===== config.mk =====
export PLATFORM = sky130hd
export DESIGN_NAME = multilevel_feedback_queue_scheduler_top
export DESIGN_NICKNAME = d
export VERILOG_FILES = /design/src/mlfq_pkg.sv /design/src/multilevel_feedback_queue_scheduler_top.sv
export SDC_FILE = /design/constraint.sdc
export NUM_CORES = 1
export LEC_CHECK = 0
export BUFFER_PORTS_ARGS = -buffer_cell sky130_fd_sc_hd__buf_2
export CAP_MARGIN = 20
export CORE_MARGIN = 2
export CORE_UTILIZATION = 45
export CTS_CLUSTER_DIAMETER = 150
export DETAILED_ROUTE_END_ITERATION = 10
export SLEW_MARGIN = 20
export SYNTH_ARGS = -nofsm -noshare
export SYNTH_HDL_FRONTEND = slang
export SYNTH_SLANG_ARGS = --single-unit

===== constraint.sdc =====
create_clock -name clock -period 16.62 [get_ports clock]
set_input_delay 0.831 -clock clock [delete_from_list [all_inputs] [get_ports clock]]
set_output_delay 0.831 -clock clock [all_outputs]
set_load 0.05 [all_outputs]

===== src/mlfq_pkg.sv =====
// ----------------------------------------------------------------------------
// mlfq_pkg
// Command codes and fixed field widths for the multilevel feedback queue
// scheduler.
// ----------------------------------------------------------------------------
`default_nettype none

package mlfq_pkg;

   // Fixed field widths
   localparam int CMD_W    = 3;
   localparam int ID_W     = 4;
   localparam int ID_COUNT = 16;

   // Scheduler commands
   typedef enum logic [CMD_W-1:0] {
      CMD_CREATE = 3'd0,
      CMD_TICK   = 3'd1,
      CMD_YIELD  = 3'd2,
      CMD_BLOCK  = 3'd3,
      CMD_EXIT   = 3'd4,
      CMD_WAKE   = 3'd5
   } cmd_type;

endpackage

`default_nettype wire


===== src/multilevel_feedback_queue_scheduler_top.sv =====
// ----------------------------------------------------------------------------
// multilevel_feedback_queue_scheduler_top
// Thread scheduler with LEVELS FIFO ready queues kept in registers.
// ----------------------------------------------------------------------------
// The block takes one scheduling command per clock cycle while the input
// register is not held behind a stalled result, and returns one result word
// per command. A command is taken into the input register; once the result
// register is free or is being taken, a single update of the queue state (up
// to two enqueues, a priority pick of the highest non-empty level and its
// dequeue) loads the result register, which offers the result word. Each level
// keeps the id at its head in a register; after a dequeue the entry behind it
// is fetched from the queue memory by a registered read, in time for the next
// command. A command that arrives while the previous result still waits is
// held in the input register.
// No clearing pass is needed after reset.
`default_nettype none

module multilevel_feedback_queue_scheduler_top #(
   parameter int LEVELS      = 3,
   parameter int MAX_THREADS = 16
) (
   input  wire logic                           clock,
   input  wire logic                           reset,
   input  wire logic                           req_valid,
   output logic                                req_ready,
   input  wire logic [mlfq_pkg::CMD_W-1:0]     req_cmd,
   input  wire logic [mlfq_pkg::ID_W-1:0]      req_thread_id,
   output logic                                rsp_valid,
   input  wire logic                           rsp_ready,
   output logic [mlfq_pkg::ID_W-1:0]           rsp_running_id,
   output logic                                rsp_running_valid,
   output logic                                rsp_queue_overflow
);

   import mlfq_pkg::*;

   localparam int LW = $clog2(LEVELS);
   localparam int PW = (MAX_THREADS > 1) ? $clog2(MAX_THREADS) : 1;
   localparam int CW = $clog2(MAX_THREADS + 1);

   // Advance a queue pointer with wrap at the queue depth
   function automatic logic [PW-1:0] ptr_inc(input logic [PW-1:0] p);
      return (p == PW'(MAX_THREADS - 1)) ? '0 : p + 1'b1;
   endfunction

   // Handshake registers
   logic                 s1_valid_ff;
   logic [CMD_W-1:0]     s1_cmd_ff;
   logic [ID_W-1:0]      s1_id_ff;
   logic                 rsp_valid_ff;
   logic [ID_W-1:0]      rsp_id_ff;
   logic                 rsp_run_ff;
   logic                 rsp_ovf_ff;
   logic                 step;

   // Scheduler state
   logic [ID_W-1:0]      slots_ff [LEVELS][MAX_THREADS];
   logic [PW-1:0]        head_ff  [LEVELS];
   logic [PW-1:0]        tail_ff  [LEVELS];
   logic [CW-1:0]        count_ff [LEVELS];
   logic [LW-1:0]        thread_level_ff [ID_COUNT];
   logic [ID_W-1:0]      cur_ff;
   logic                 cur_valid_ff;

   // Head ids and the refill read
   logic [ID_W-1:0]      head_id_ff [LEVELS];
   logic [ID_W-1:0]      rd_mem_ff;
   logic                 rd_pend_ff;
   logic [LW-1:0]        rd_lvl_ff;
   logic                 rd_fwd_ff;
   logic [ID_W-1:0]      rd_fwd_data_ff;

   // Next-state values
   logic [PW-1:0]        head_in  [LEVELS];
   logic [PW-1:0]        tail_in  [LEVELS];
   logic [CW-1:0]        count_in [LEVELS];
   logic [ID_W-1:0]      head_id_in [LEVELS];
   logic [ID_W-1:0]      cur_in;
   logic                 cur_valid_in;
   logic                 ovf_in;
   logic                 rd_fwd_in;
   logic [ID_W-1:0]      rd_fwd_data_in;

   // Update controls
   logic                 id_ok;
   logic                 is_create, is_tick, is_yield, is_wake, do_select;
   logic [LW-1:0]        cur_lvl, tick_lvl;
   logic                 push_a, push_b, a_full, b_full, wa_en, wb_en;
   logic [LW-1:0]        a_lvl, b_lvl, sel_lvl;
   logic [PW-1:0]        wa_addr, wb_addr, rd_addr;
   logic [ID_W-1:0]      wb_data, sel_data, rd_data;
   logic                 sel_found;
   logic                 rd_en;
   logic                 tl_wr_en;
   logic [ID_W-1:0]      tl_wr_idx;
   logic [LW-1:0]        tl_wr_val;

   // Hold a command until the update stage is free
   assign step      = s1_valid_ff && (!rsp_valid_ff || rsp_ready);
   assign req_ready = !s1_valid_ff || step;

   always_ff @(posedge clock) begin
      if (reset) begin
         s1_valid_ff  <= 1'b0;
         rsp_valid_ff <= 1'b0;
      end else begin
         if (req_valid && req_ready) begin
            s1_valid_ff <= 1'b1;
         end else if (step) begin
            s1_valid_ff <= 1'b0;
         end
         if (step) begin
            rsp_valid_ff <= 1'b1;
         end else if (rsp_ready) begin
            rsp_valid_ff <= 1'b0;
         end
      end
   end

   always_ff @(posedge clock) begin
      if (req_valid && req_ready) begin
         s1_cmd_ff <= req_cmd;
         s1_id_ff  <= req_thread_id;
      end
      if (step) begin
         rsp_id_ff  <= cur_valid_in ? cur_in : '0;
         rsp_run_ff <= cur_valid_in;
         rsp_ovf_ff <= ovf_in;
      end
   end

   // Decode the command and work out the enqueue levels
   always_comb begin
      is_create = 1'b0;
      is_tick   = 1'b0;
      is_yield  = 1'b0;
      is_wake   = 1'b0;
      do_select = 1'b0;
      case (cmd_type'(s1_cmd_ff))
         CMD_CREATE: begin
            is_create = 1'b1;
            do_select = 1'b1;
         end
         CMD_TICK: begin
            is_tick   = 1'b1;
            do_select = 1'b1;
         end
         CMD_YIELD: begin
            is_yield  = 1'b1;
            do_select = 1'b1;
         end
         CMD_BLOCK, CMD_EXIT: begin
            do_select = 1'b1;
         end
         CMD_WAKE: begin
            is_wake = 1'b1;
         end
         default: begin
            do_select = 1'b0;
         end
      endcase

      id_ok = int'(s1_id_ff) < MAX_THREADS;
      // A create of the running thread resets its level before the requeue
      cur_lvl  = (is_create && id_ok && (s1_id_ff == cur_ff)) ? '0 : thread_level_ff[cur_ff];
      tick_lvl = (int'(cur_lvl) + 1 < LEVELS) ? cur_lvl + 1'b1 : cur_lvl;

      push_a = (is_create || is_wake) && id_ok;
      a_lvl  = is_create ? '0 : thread_level_ff[s1_id_ff];
      push_b = (is_create || is_tick || is_yield) && cur_valid_ff;
      b_lvl  = is_tick ? tick_lvl : cur_lvl;
      wb_data = cur_ff;

      tl_wr_en  = (is_create && id_ok) || (is_tick && cur_valid_ff);
      tl_wr_idx = is_create ? s1_id_ff : cur_ff;
      tl_wr_val = is_create ? '0 : tick_lvl;
   end

   // Refill data: a forwarded write or the registered memory read
   assign rd_data = rd_fwd_ff ? rd_fwd_data_ff : rd_mem_ff;

   // Apply both enqueues, then pick the head of the highest non-empty level
   always_comb begin
      for (int l = 0; l < LEVELS; l++) begin
         head_in[l]    = head_ff[l];
         tail_in[l]    = tail_ff[l];
         count_in[l]   = count_ff[l];
         head_id_in[l] = (rd_pend_ff && rd_lvl_ff == LW'(l)) ? rd_data : head_id_ff[l];
      end

      // An enqueue into an empty level also becomes its head
      a_full  = count_in[a_lvl] == CW'(MAX_THREADS);
      wa_en   = push_a && !a_full;
      wa_addr = tail_in[a_lvl];
      if (wa_en) begin
         if (count_in[a_lvl] == '0) begin
            head_id_in[a_lvl] = s1_id_ff;
         end
         tail_in[a_lvl]  = ptr_inc(tail_in[a_lvl]);
         count_in[a_lvl] = count_in[a_lvl] + 1'b1;
      end

      b_full  = count_in[b_lvl] == CW'(MAX_THREADS);
      wb_en   = push_b && !b_full;
      wb_addr = tail_in[b_lvl];
      if (wb_en) begin
         if (count_in[b_lvl] == '0) begin
            head_id_in[b_lvl] = wb_data;
         end
         tail_in[b_lvl]  = ptr_inc(tail_in[b_lvl]);
         count_in[b_lvl] = count_in[b_lvl] + 1'b1;
      end

      sel_found = 1'b0;
      sel_lvl   = '0;
      for (int l = 0; l < LEVELS; l++) begin
         if (!sel_found && count_in[l] != '0) begin
            sel_found = 1'b1;
            sel_lvl   = LW'(l);
         end
      end

      sel_data = head_id_in[sel_lvl];
      rd_addr  = ptr_inc(head_ff[sel_lvl]);
      rd_en    = 1'b0;

      cur_in       = cur_ff;
      cur_valid_in = cur_valid_ff;
      if (do_select) begin
         if (sel_found) begin
            head_in[sel_lvl]  = rd_addr;
            count_in[sel_lvl] = count_in[sel_lvl] - 1'b1;
            cur_in            = sel_data;
            cur_valid_in      = 1'b1;
            // Fetch the next head when the level stays non-empty
            rd_en             = count_in[sel_lvl] != '0;
         end else begin
            cur_in       = '0;
            cur_valid_in = 1'b0;
         end
      end

      // Forward an entry written in this same update to the refill
      rd_fwd_in      = 1'b0;
      rd_fwd_data_in = wb_data;
      if (wb_en && b_lvl == sel_lvl && wb_addr == rd_addr) begin
         rd_fwd_in      = 1'b1;
         rd_fwd_data_in = wb_data;
      end else if (wa_en && a_lvl == sel_lvl && wa_addr == rd_addr) begin
         rd_fwd_in      = 1'b1;
         rd_fwd_data_in = s1_id_ff;
      end

      ovf_in = (push_a && a_full) || (push_b && b_full);
   end

   // Commit the update
   always_ff @(posedge clock) begin
      if (reset) begin
         for (int l = 0; l < LEVELS; l++) begin
            head_ff[l]  <= '0;
            tail_ff[l]  <= '0;
            count_ff[l] <= '0;
         end
         for (int t = 0; t < ID_COUNT; t++) begin
            thread_level_ff[t] <= '0;
         end
         cur_ff       <= '0;
         cur_valid_ff <= 1'b0;
         rd_pend_ff   <= 1'b0;
      end else if (step) begin
         for (int l = 0; l < LEVELS; l++) begin
            head_ff[l]  <= head_in[l];
            tail_ff[l]  <= tail_in[l];
            count_ff[l] <= count_in[l];
         end
         if (tl_wr_en) begin
            thread_level_ff[tl_wr_idx] <= tl_wr_val;
         end
         cur_ff       <= cur_in;
         cur_valid_ff <= cur_valid_in;
         rd_pend_ff   <= rd_en;
      end
   end

   // Write queue entries, read the refill entry and hold the head ids
   always_ff @(posedge clock) begin
      if (step) begin
         if (wa_en) begin
            slots_ff[a_lvl][wa_addr] <= s1_id_ff;
         end
         if (wb_en) begin
            slots_ff[b_lvl][wb_addr] <= wb_data;
         end
         if (rd_en) begin
            rd_mem_ff <= slots_ff[sel_lvl][rd_addr];
         end
         rd_lvl_ff      <= sel_lvl;
         rd_fwd_ff      <= rd_fwd_in;
         rd_fwd_data_ff <= rd_fwd_data_in;
         for (int l = 0; l < LEVELS; l++) begin
            head_id_ff[l] <= head_id_in[l];
         end
      end
   end

   assign rsp_valid          = rsp_valid_ff;
   assign rsp_running_id     = rsp_id_ff;
   assign rsp_running_valid  = rsp_run_ff;
   assign rsp_queue_overflow = rsp_ovf_ff;

endmodule

`default_nettype wire


**Yosys cells after proc, flatten, opt, wreduce, memory -nomap -nowiden**

Memories as Yosys holds them, arrays and structs flattened. A register that Yosys moved wholly into a read port is not among the register bits.
Cells that the tools add are included.

- Memories: 6
- Output and inout bits: 8
- Bits of input ports: 11
- Logic and storage cells: 248
- Register bits: 32
- Memory bits (writable): 275

Memory list:

| name | depth | bits a word | rd ports | clocked after Yosys merged registers in | write ports | line | RTL |
|---|---|---|---|---|---|---|---|
| slots_ff | 3 | 64 | 1 | 0 | 2 | multilevel_feedback_queue_scheduler_top.sv:57 | `logic [ID_W-1:0] slots_ff [LEVELS][MAX_THREADS];` |
| thread_level_ff | 16 | 2 | 2 | 2 | 16 | multilevel_feedback_queue_scheduler_top.sv:61 | `logic [LW-1:0] thread_level_ff [ID_COUNT];` |
| count_ff | 3 | 5 | 3 | 0 | 3 | multilevel_feedback_queue_scheduler_top.sv:60 | `logic [CW-1:0] count_ff [LEVELS];` |
| head_ff | 3 | 4 | 4 | 0 | 3 | multilevel_feedback_queue_scheduler_top.sv:58 | `logic [PW-1:0] head_ff [LEVELS];` |
| head_id_ff | 3 | 4 | 3 | 0 | 3 | multilevel_feedback_queue_scheduler_top.sv:66 | `logic [ID_W-1:0] head_id_ff [LEVELS];` |
| tail_ff | 3 | 4 | 3 | 0 | 3 | multilevel_feedback_queue_scheduler_top.sv:59 | `logic [PW-1:0] tail_ff [LEVELS];` |

- Order comparisons: 12
- Add/subtract/negate cells: 8
- Muxes and demuxes: 127
- Eq/ne operators: 17
- Bitwise gates (word level): 15
- Reduce and logical (&&, ||, !) cells: 49

Operator list:

| operator | count |
|---|---|
| $mux 4 | 35 |
| $mux 64 | 2 |
| $mux 12 | 8 |
| $mux 5 | 14 |
| $bwmux 12 | 5 |
| $mux 15 | 4 |
| $bwmux 15 | 3 |
| $bmux 5 s2 | 4 |
| $mux 1 | 33 |
| $demux 4 s4 | 2 |
| $demux 5 s2 | 3 |
| $bmux 4 s2 | 3 |
| $demux 4 s2 | 3 |
| $logic_and 1x1->1 | 23 |
| $reduce_bool 5->1 | 4 |
| $bmux 4 s4 | 1 |
| $ge 5x5->1 const B | 3 |
| $not 4->5 | 3 |
| $mux 2 | 7 |
| $add 4x1->4 const B | 3 |
| $eq 4x4->1 | 3 |
| $eq 4x4->1 const B | 3 |
| $add 5x1->5 const B | 2 |
| $eq 5x5->1 const B | 2 |
| other kinds (24) | 55 |

**Logic depth before layout (Yosys ltp)**

- Depth after elaboration: 39
- Gate-level depth with buffers: 36
- Mapped depth without buffers: 28

**Least setup slack after synthesis**

OpenSTA, ideal clock, no wires.

- Path type: register -> register
- Start: register (tool-made name)
- End: register rd_mem_ff[2], data pin
- Required time: 16364 ps
- Stages on the path, launching flop included: 35
- Arrival time: 7772 ps
- Slack: 8592 ps
- Clock period less this slack: 8028 ps
- Buffers on the path: 7
- Library setup time: 256 ps
- Path through: dfxtp_1 > buf_6 > mux4_2 > mux2_4 > mux2i_4 > a21boi_2 > a222oi_1 > clkbuf_1 > ha_1 > o211a_1 > and3_1 > clkbuf_1 > a311oi_4 > mux2i_1 > a211o_1 > inv_1 > ha_1 > nand2b_1 > or3_1 > o32a_1 > or2_1 > buf_4 > inv_2 > a221o_1 > buf_2 > ha_1 > clkbuf_1 > o221ai_1 > o21bai_2 > clkbuf_1 > mux2i_1 > nand2_1 > a31o_1 > o2111a_1 > o211a_1

RTL lines:

| element | line | RTL |
|---|---|---|
| to (signal assigned) | multilevel_feedback_queue_scheduler_top.sv:296 | `rd_mem_ff <= slots_ff[sel_lvl][rd_addr];` |
| to (decl) | multilevel_feedback_queue_scheduler_top.sv:67 | `logic [ID_W-1:0] rd_mem_ff;` |

==> results.md <==
Detailed routing:
- The post-detailed-route wirelength per cell is 26.3 µm.
- Dividing the detail-routed via count by the number of cells gives 6.38.
- The top routing layer in use is met4.
- The met2 wire length is between 20000 and 30000 µm.
- For this block, the routed nets add up to 59200 µm of wire.
- The met3 layer wire length in the routed design is about 4600 µm.
- The antenna violation net count after detailed routing is 0.
- For this run, design rule violations remaining after detail routing come to 0.
- The total number of vias is 14400.
- The detailed router finished its first iteration with 1665 violations.
- The detailed-routing iteration count for the pre-antenna-repair pass is 8.
- The length of routed wiring on met1 is roughly 26000 µm.

Finish:
- The repair_antennas step left the layout with diodes totalling 0.
- The area growth from synthesis to layout is 8.40%.
- The post-layout net count is between 1500 and 2000.
- The proportion of layout cells with a drive suffix above 1 is between 20% and 30%.
- At the end of the flow the core is filled with cells to between 40% and 50%.

CTS:
- The total of hold buffers inserted after clock tree synthesis is 0.
- The maximum number of buffers from clock root to sink is 3.
- Clock-pin slew was measured on the worst setup and hold paths at 60 ps.
- The number of H-tree levels is 2.
- The CTS tree is built.
- The CTS buffer count is 36.
- CTS placed an instance of sky130_fd_sc_hd__clkbuf_16 at the clock tree root.
- The number of post-CTS setup repair buffers is 0.
- Clock tree synthesis found a total of approximately 320 sinks.
- The number of gates resized after CTS was 0.
- Clock latency on the worst-skew pair, taken at its later pin, is around 570 ps.

Logic synthesis:
- The most used standard cell by instance count after synthesis is sky130_fd_sc_hd__edfxtp_1.
- The number of flops mapped to enable cells by yosys is 299.
- The biggest area contributor in the post-synthesis netlist is sky130_fd_sc_hd__edfxtp_1.
- The count of state elements after synthesis is around 320.
- Yosys mapped the design onto between 90 and 100 distinct sky130hd cell types.
- The count of yosys warnings during synthesis is 0.
- The summed instance area of the synthesized netlist is roughly 0.019 mm².
- Of the synthesized area, sequential elements account for between 40 and 50%.
- The post-synthesis net count is 1764.
- For this run, asynchronously set or reset flops after synthesis account for 0%.
- The post-synthesis share of cell area spent on xor and xnor gates is around 1.4%.
- The synthesized instance count is about 1700.
- The most used flip-flop cell after synthesis is sky130_fd_sc_hd__edfxtp_1.
- The post-synthesis adder-cell area fraction is 0.906%.
- By area the synthesized netlist is led by sky130_fd_sc_hd__edfxtp_1, sky130_fd_sc_hd__mux2_2, sky130_fd_sc_hd__mux2i_1.
- The top cell type's share of synthesized area is between 40% and 50%.
- The portion of synthesized area spent on multiplexers is a little over a fifth.
- The commonest cells after synthesis are sky130_fd_sc_hd__edfxtp_1, sky130_fd_sc_hd__mux2_2, sky130_fd_sc_hd__nor2_1.
- The simple-gate share of the synthesized area is 12.6%.
- The average instance in the mapped netlist occupies 11.1 µm².
- The combinational family with the most area after synthesis is multiplexers.
- The area fraction in compound gates after synthesis is about an eighth.

Worst hold path:
- Counting instances, the worst hold path has a depth of 1.
- The endpoint of the worst hold path is s1_cmd_ff[2].
- The worst hold path belongs to the class in -> reg.
- The startpoint identified for the worst hold timing path is req_cmd[2].

Global routing:
- The number of global-route vias before repair is ~14000.
- The maximum number of pins on one net before global-route repair is 58.
- The number of antenna violations at the first check in global routing came to 1.
- Global routing used around a quarter of the available tracks across all layers.
- The wire length of the first global-routing pass is 89500 µm.
- For this run the aggregate overflow at the end of global routing stands at 0.

Timing:
- The final number of hold-violating endpoints was 0.
- The worst path uses between 60 and 70% of the clock period.
- Setup repair after global routing left no endpoint under its margin.
- The highest achievable clock rate is approximately 0.09 GHz.
- The number of endpoints failing setup at the final stage is 0.
- For the pin with the worst max-slew slack, the measured transition is about 1200 ps.
- The tightest slew margin relative to the limit is between 20% and 30%.
- On the final layout, the worst clock skew is roughly 17 ps.
- The final-layout setup total negative slack is 0 ps.
- The minimum clock period is around 11000 ps.
- The number of pins exceeding their max-slew limit in the final report is 0.

Place:
- The number of port buffers is 18.
- At the end of routability-driven placement, the weighted congestion stood at ~0.95.
- The HPWL after detailed placement is about 40000 µm.

Worst setup path:
- For the worst setup path, the data required time is 16940 ps.
- The critical path is of the reg -> reg type.
- The type of element launching the critical path is a flop.
- The worst flop-to-flop path endpoint is rd_mem_ff[2].
- The highest-delay cell along the critical path is sky130_fd_sc_hd__inv_2.
- In this design, the critical path's most frequently occurring cell is sky130_fd_sc_hd__buf_4.
- The setup check on the worst reg-to-reg path leaves a slack of roughly 5500 ps.
- On the worst path, the slowest cell contributes a delay of about 750 ps.
- The cell depth of the worst flop-to-flop path is 29.
- The worst setup path is captured at a flop.
- Of all nets on the critical path, the largest fanout is 49.
- STA puts the critical path data arrival time at around 11000 ps.

Floorplan:
- The initial utilization of the core area, before any placement, comes to between 40% and 50%.
- The height of the die is 211 µm.
- The number of standard-cell rows in the floorplan is 75.
- In this run the count of I/O pins placed on the die edge is 19.
- The die covers around 0.045 mm².
- The placeable core region is between 0.04 and 0.05 mm².
- The width of the die is between 200 and 250 µm.

Run status:
- The flow ran to the end, and the final reports show no timing, DRC or antenna violations.

Pwr:
- The power density normalized to cell area is between 100 and 150 mW/mm².
- Across the VDD grid, the largest voltage drop is roughly 61 µV.
- The static leakage is just over 7 nW.

Job:
- The max-capacitance violation count is 0.
-- state kept, by name, indices dropped and copies added (netlist names), 2 cells and up, named ones only --
register,count
rsp_running_id,4
head_id_ff,12
cur_ff,4
s1_id_ff,4
rd_fwd_data_ff,4
thread_level_ff,32
s1_cmd_ff,3
rd_mem_ff,4
tail_ff,12
head_ff,12
count_ff,15
slots_ff,192
rd_lvl_ff,2
-- stage by stage --
step | hold slack [ps] | cells | setup WS, ps | power, W | area [µm²]
floorplan | 472 | 1739 | 8590 | 0.00132 | 19300
global placement | 484 | 2188 | 5910 | 0.00148 | 19800
detailed placement | 493 | 2189 | 5500 | 0.00148 | 19800
CTS | 439 | 2254 | 5460 | 0.00226 | 21000
global route | 431 | 2255 | 4890 | 0.00234 | 21000
finish | 453 | 2255 | 5520 | 0.00227 | 21000
-- power by group --
part	total [W]	switching [W]	leakage, nW	internal [W]
combinational	0.000566	0.000371	3.58	0.000195
clock	0.000788	0.000334	0.569	0.000453
sequential	0.000915	0.0000216	2.95	0.000894
total	0.00227	0.000726	7.10	0.00154
-- placed cells by master, fill, tap and decap left out, types with 7 or more instances in the layout --
master                      instances
sky130_fd_sc_hd__inv_1             24
sky130_fd_sc_hd__and2_1            10
sky130_fd_sc_hd__xnor2_1           24
sky130_fd_sc_hd__mux2_2           234
sky130_fd_sc_hd__clkbuf_16         38
sky130_fd_sc_hd__o211ai_1          11
sky130_fd_sc_hd__ha_1              14
sky130_fd_sc_hd__nand3_1           55
sky130_fd_sc_hd__edfxtp_1         299
sky130_fd_sc_hd__o21bai_1          23
sky130_fd_sc_hd__clkinv_2           8
sky130_fd_sc_hd__o21ai_0           46
sky130_fd_sc_hd__mux2i_1           90
sky130_fd_sc_hd__o2111a_1          10
sky130_fd_sc_hd__o22ai_1           29
sky130_fd_sc_hd__dfxtp_1           12
sky130_fd_sc_hd__nand2b_1          22
sky130_fd_sc_hd__nor2b_1           12
sky130_fd_sc_hd__nand2_1          161
sky130_fd_sc_hd__or3_1              8
sky130_fd_sc_hd__nor2_1           193
sky130_fd_sc_hd__a22oi_1           18
sky130_fd_sc_hd__a21oi_1           65
sky130_fd_sc_hd__and3_1            12
sky130_fd_sc_hd__buf_4             26
sky130_fd_sc_hd__mux4_2            20
sky130_fd_sc_hd__buf_2             18
sky130_fd_sc_hd__or2_2              7
sky130_fd_sc_hd__nor3_1            32
sky130_fd_sc_hd__a21o_1            16
sky130_fd_sc_hd__o211a_1            7
sky130_fd_sc_hd__a211oi_1          10
sky130_fd_sc_hd__mux2_1             9
sky130_fd_sc_hd__clkbuf_1           9
-- layer usage --
layer | vias up | global-route usage, %
met3 | 104 | 4.35
met5 | - | 0
met2 | 667 | 41.7
li1 | 6428 | -
met4 | 0 | 8.47
met1 | 7185 | 38.0
-- logic make-up after synthesis --
kind of cell | after synthesis
buffers and inverters | 160
XOR/XNOR | 31
AND/OR/NAND/NOR | 541
adder cells (fa/ha/maj) | 14
flip-flops | 315
AO/OA/AOI/OAI | 321
multiplexers | 357
-- worst max path at each step --
stage | start | end | slack, ps
CTS | flop | rd_mem_ff[1] | 5460
global placement | flop | rd_mem_ff[1] | 5910
global route | flop | rd_mem_ff[0] | 4890
detailed placement | flop | rd_mem_ff[1] | 5500
finish | flop | rd_mem_ff[2] | 5520
floorplan | flop | rd_mem_ff[2] | 8590
-- layout make-up --
| type | instances | area, µm² |
|---|---|---|
| fillers | 3769 | 21300 |
| multi-input cells | 1264 | 9440 |
| flip-flops and latches | 315 | 9300 |
| clock buffers | 51 | 1040 |
| well taps | 539 | 674 |
| repair buffers | 46 | 305 |
| clock inverters | 14 | 106 |
| inverters | 26 | 97.6 |
-- critical path, delay by kind of cell (launching register included) --
family / cells / cell delay [ps]
AO/OA/AOI/OAI: 13 / 3790
adder cells (fa/ha/maj): 2 / 610
buffers and inverters: 5 / 2380
flip-flops: 1 / 730
multiplexers: 4 / 1620
AND/OR/NAND/NOR: 5 / 1650
(Power assumes the default switching activity.)
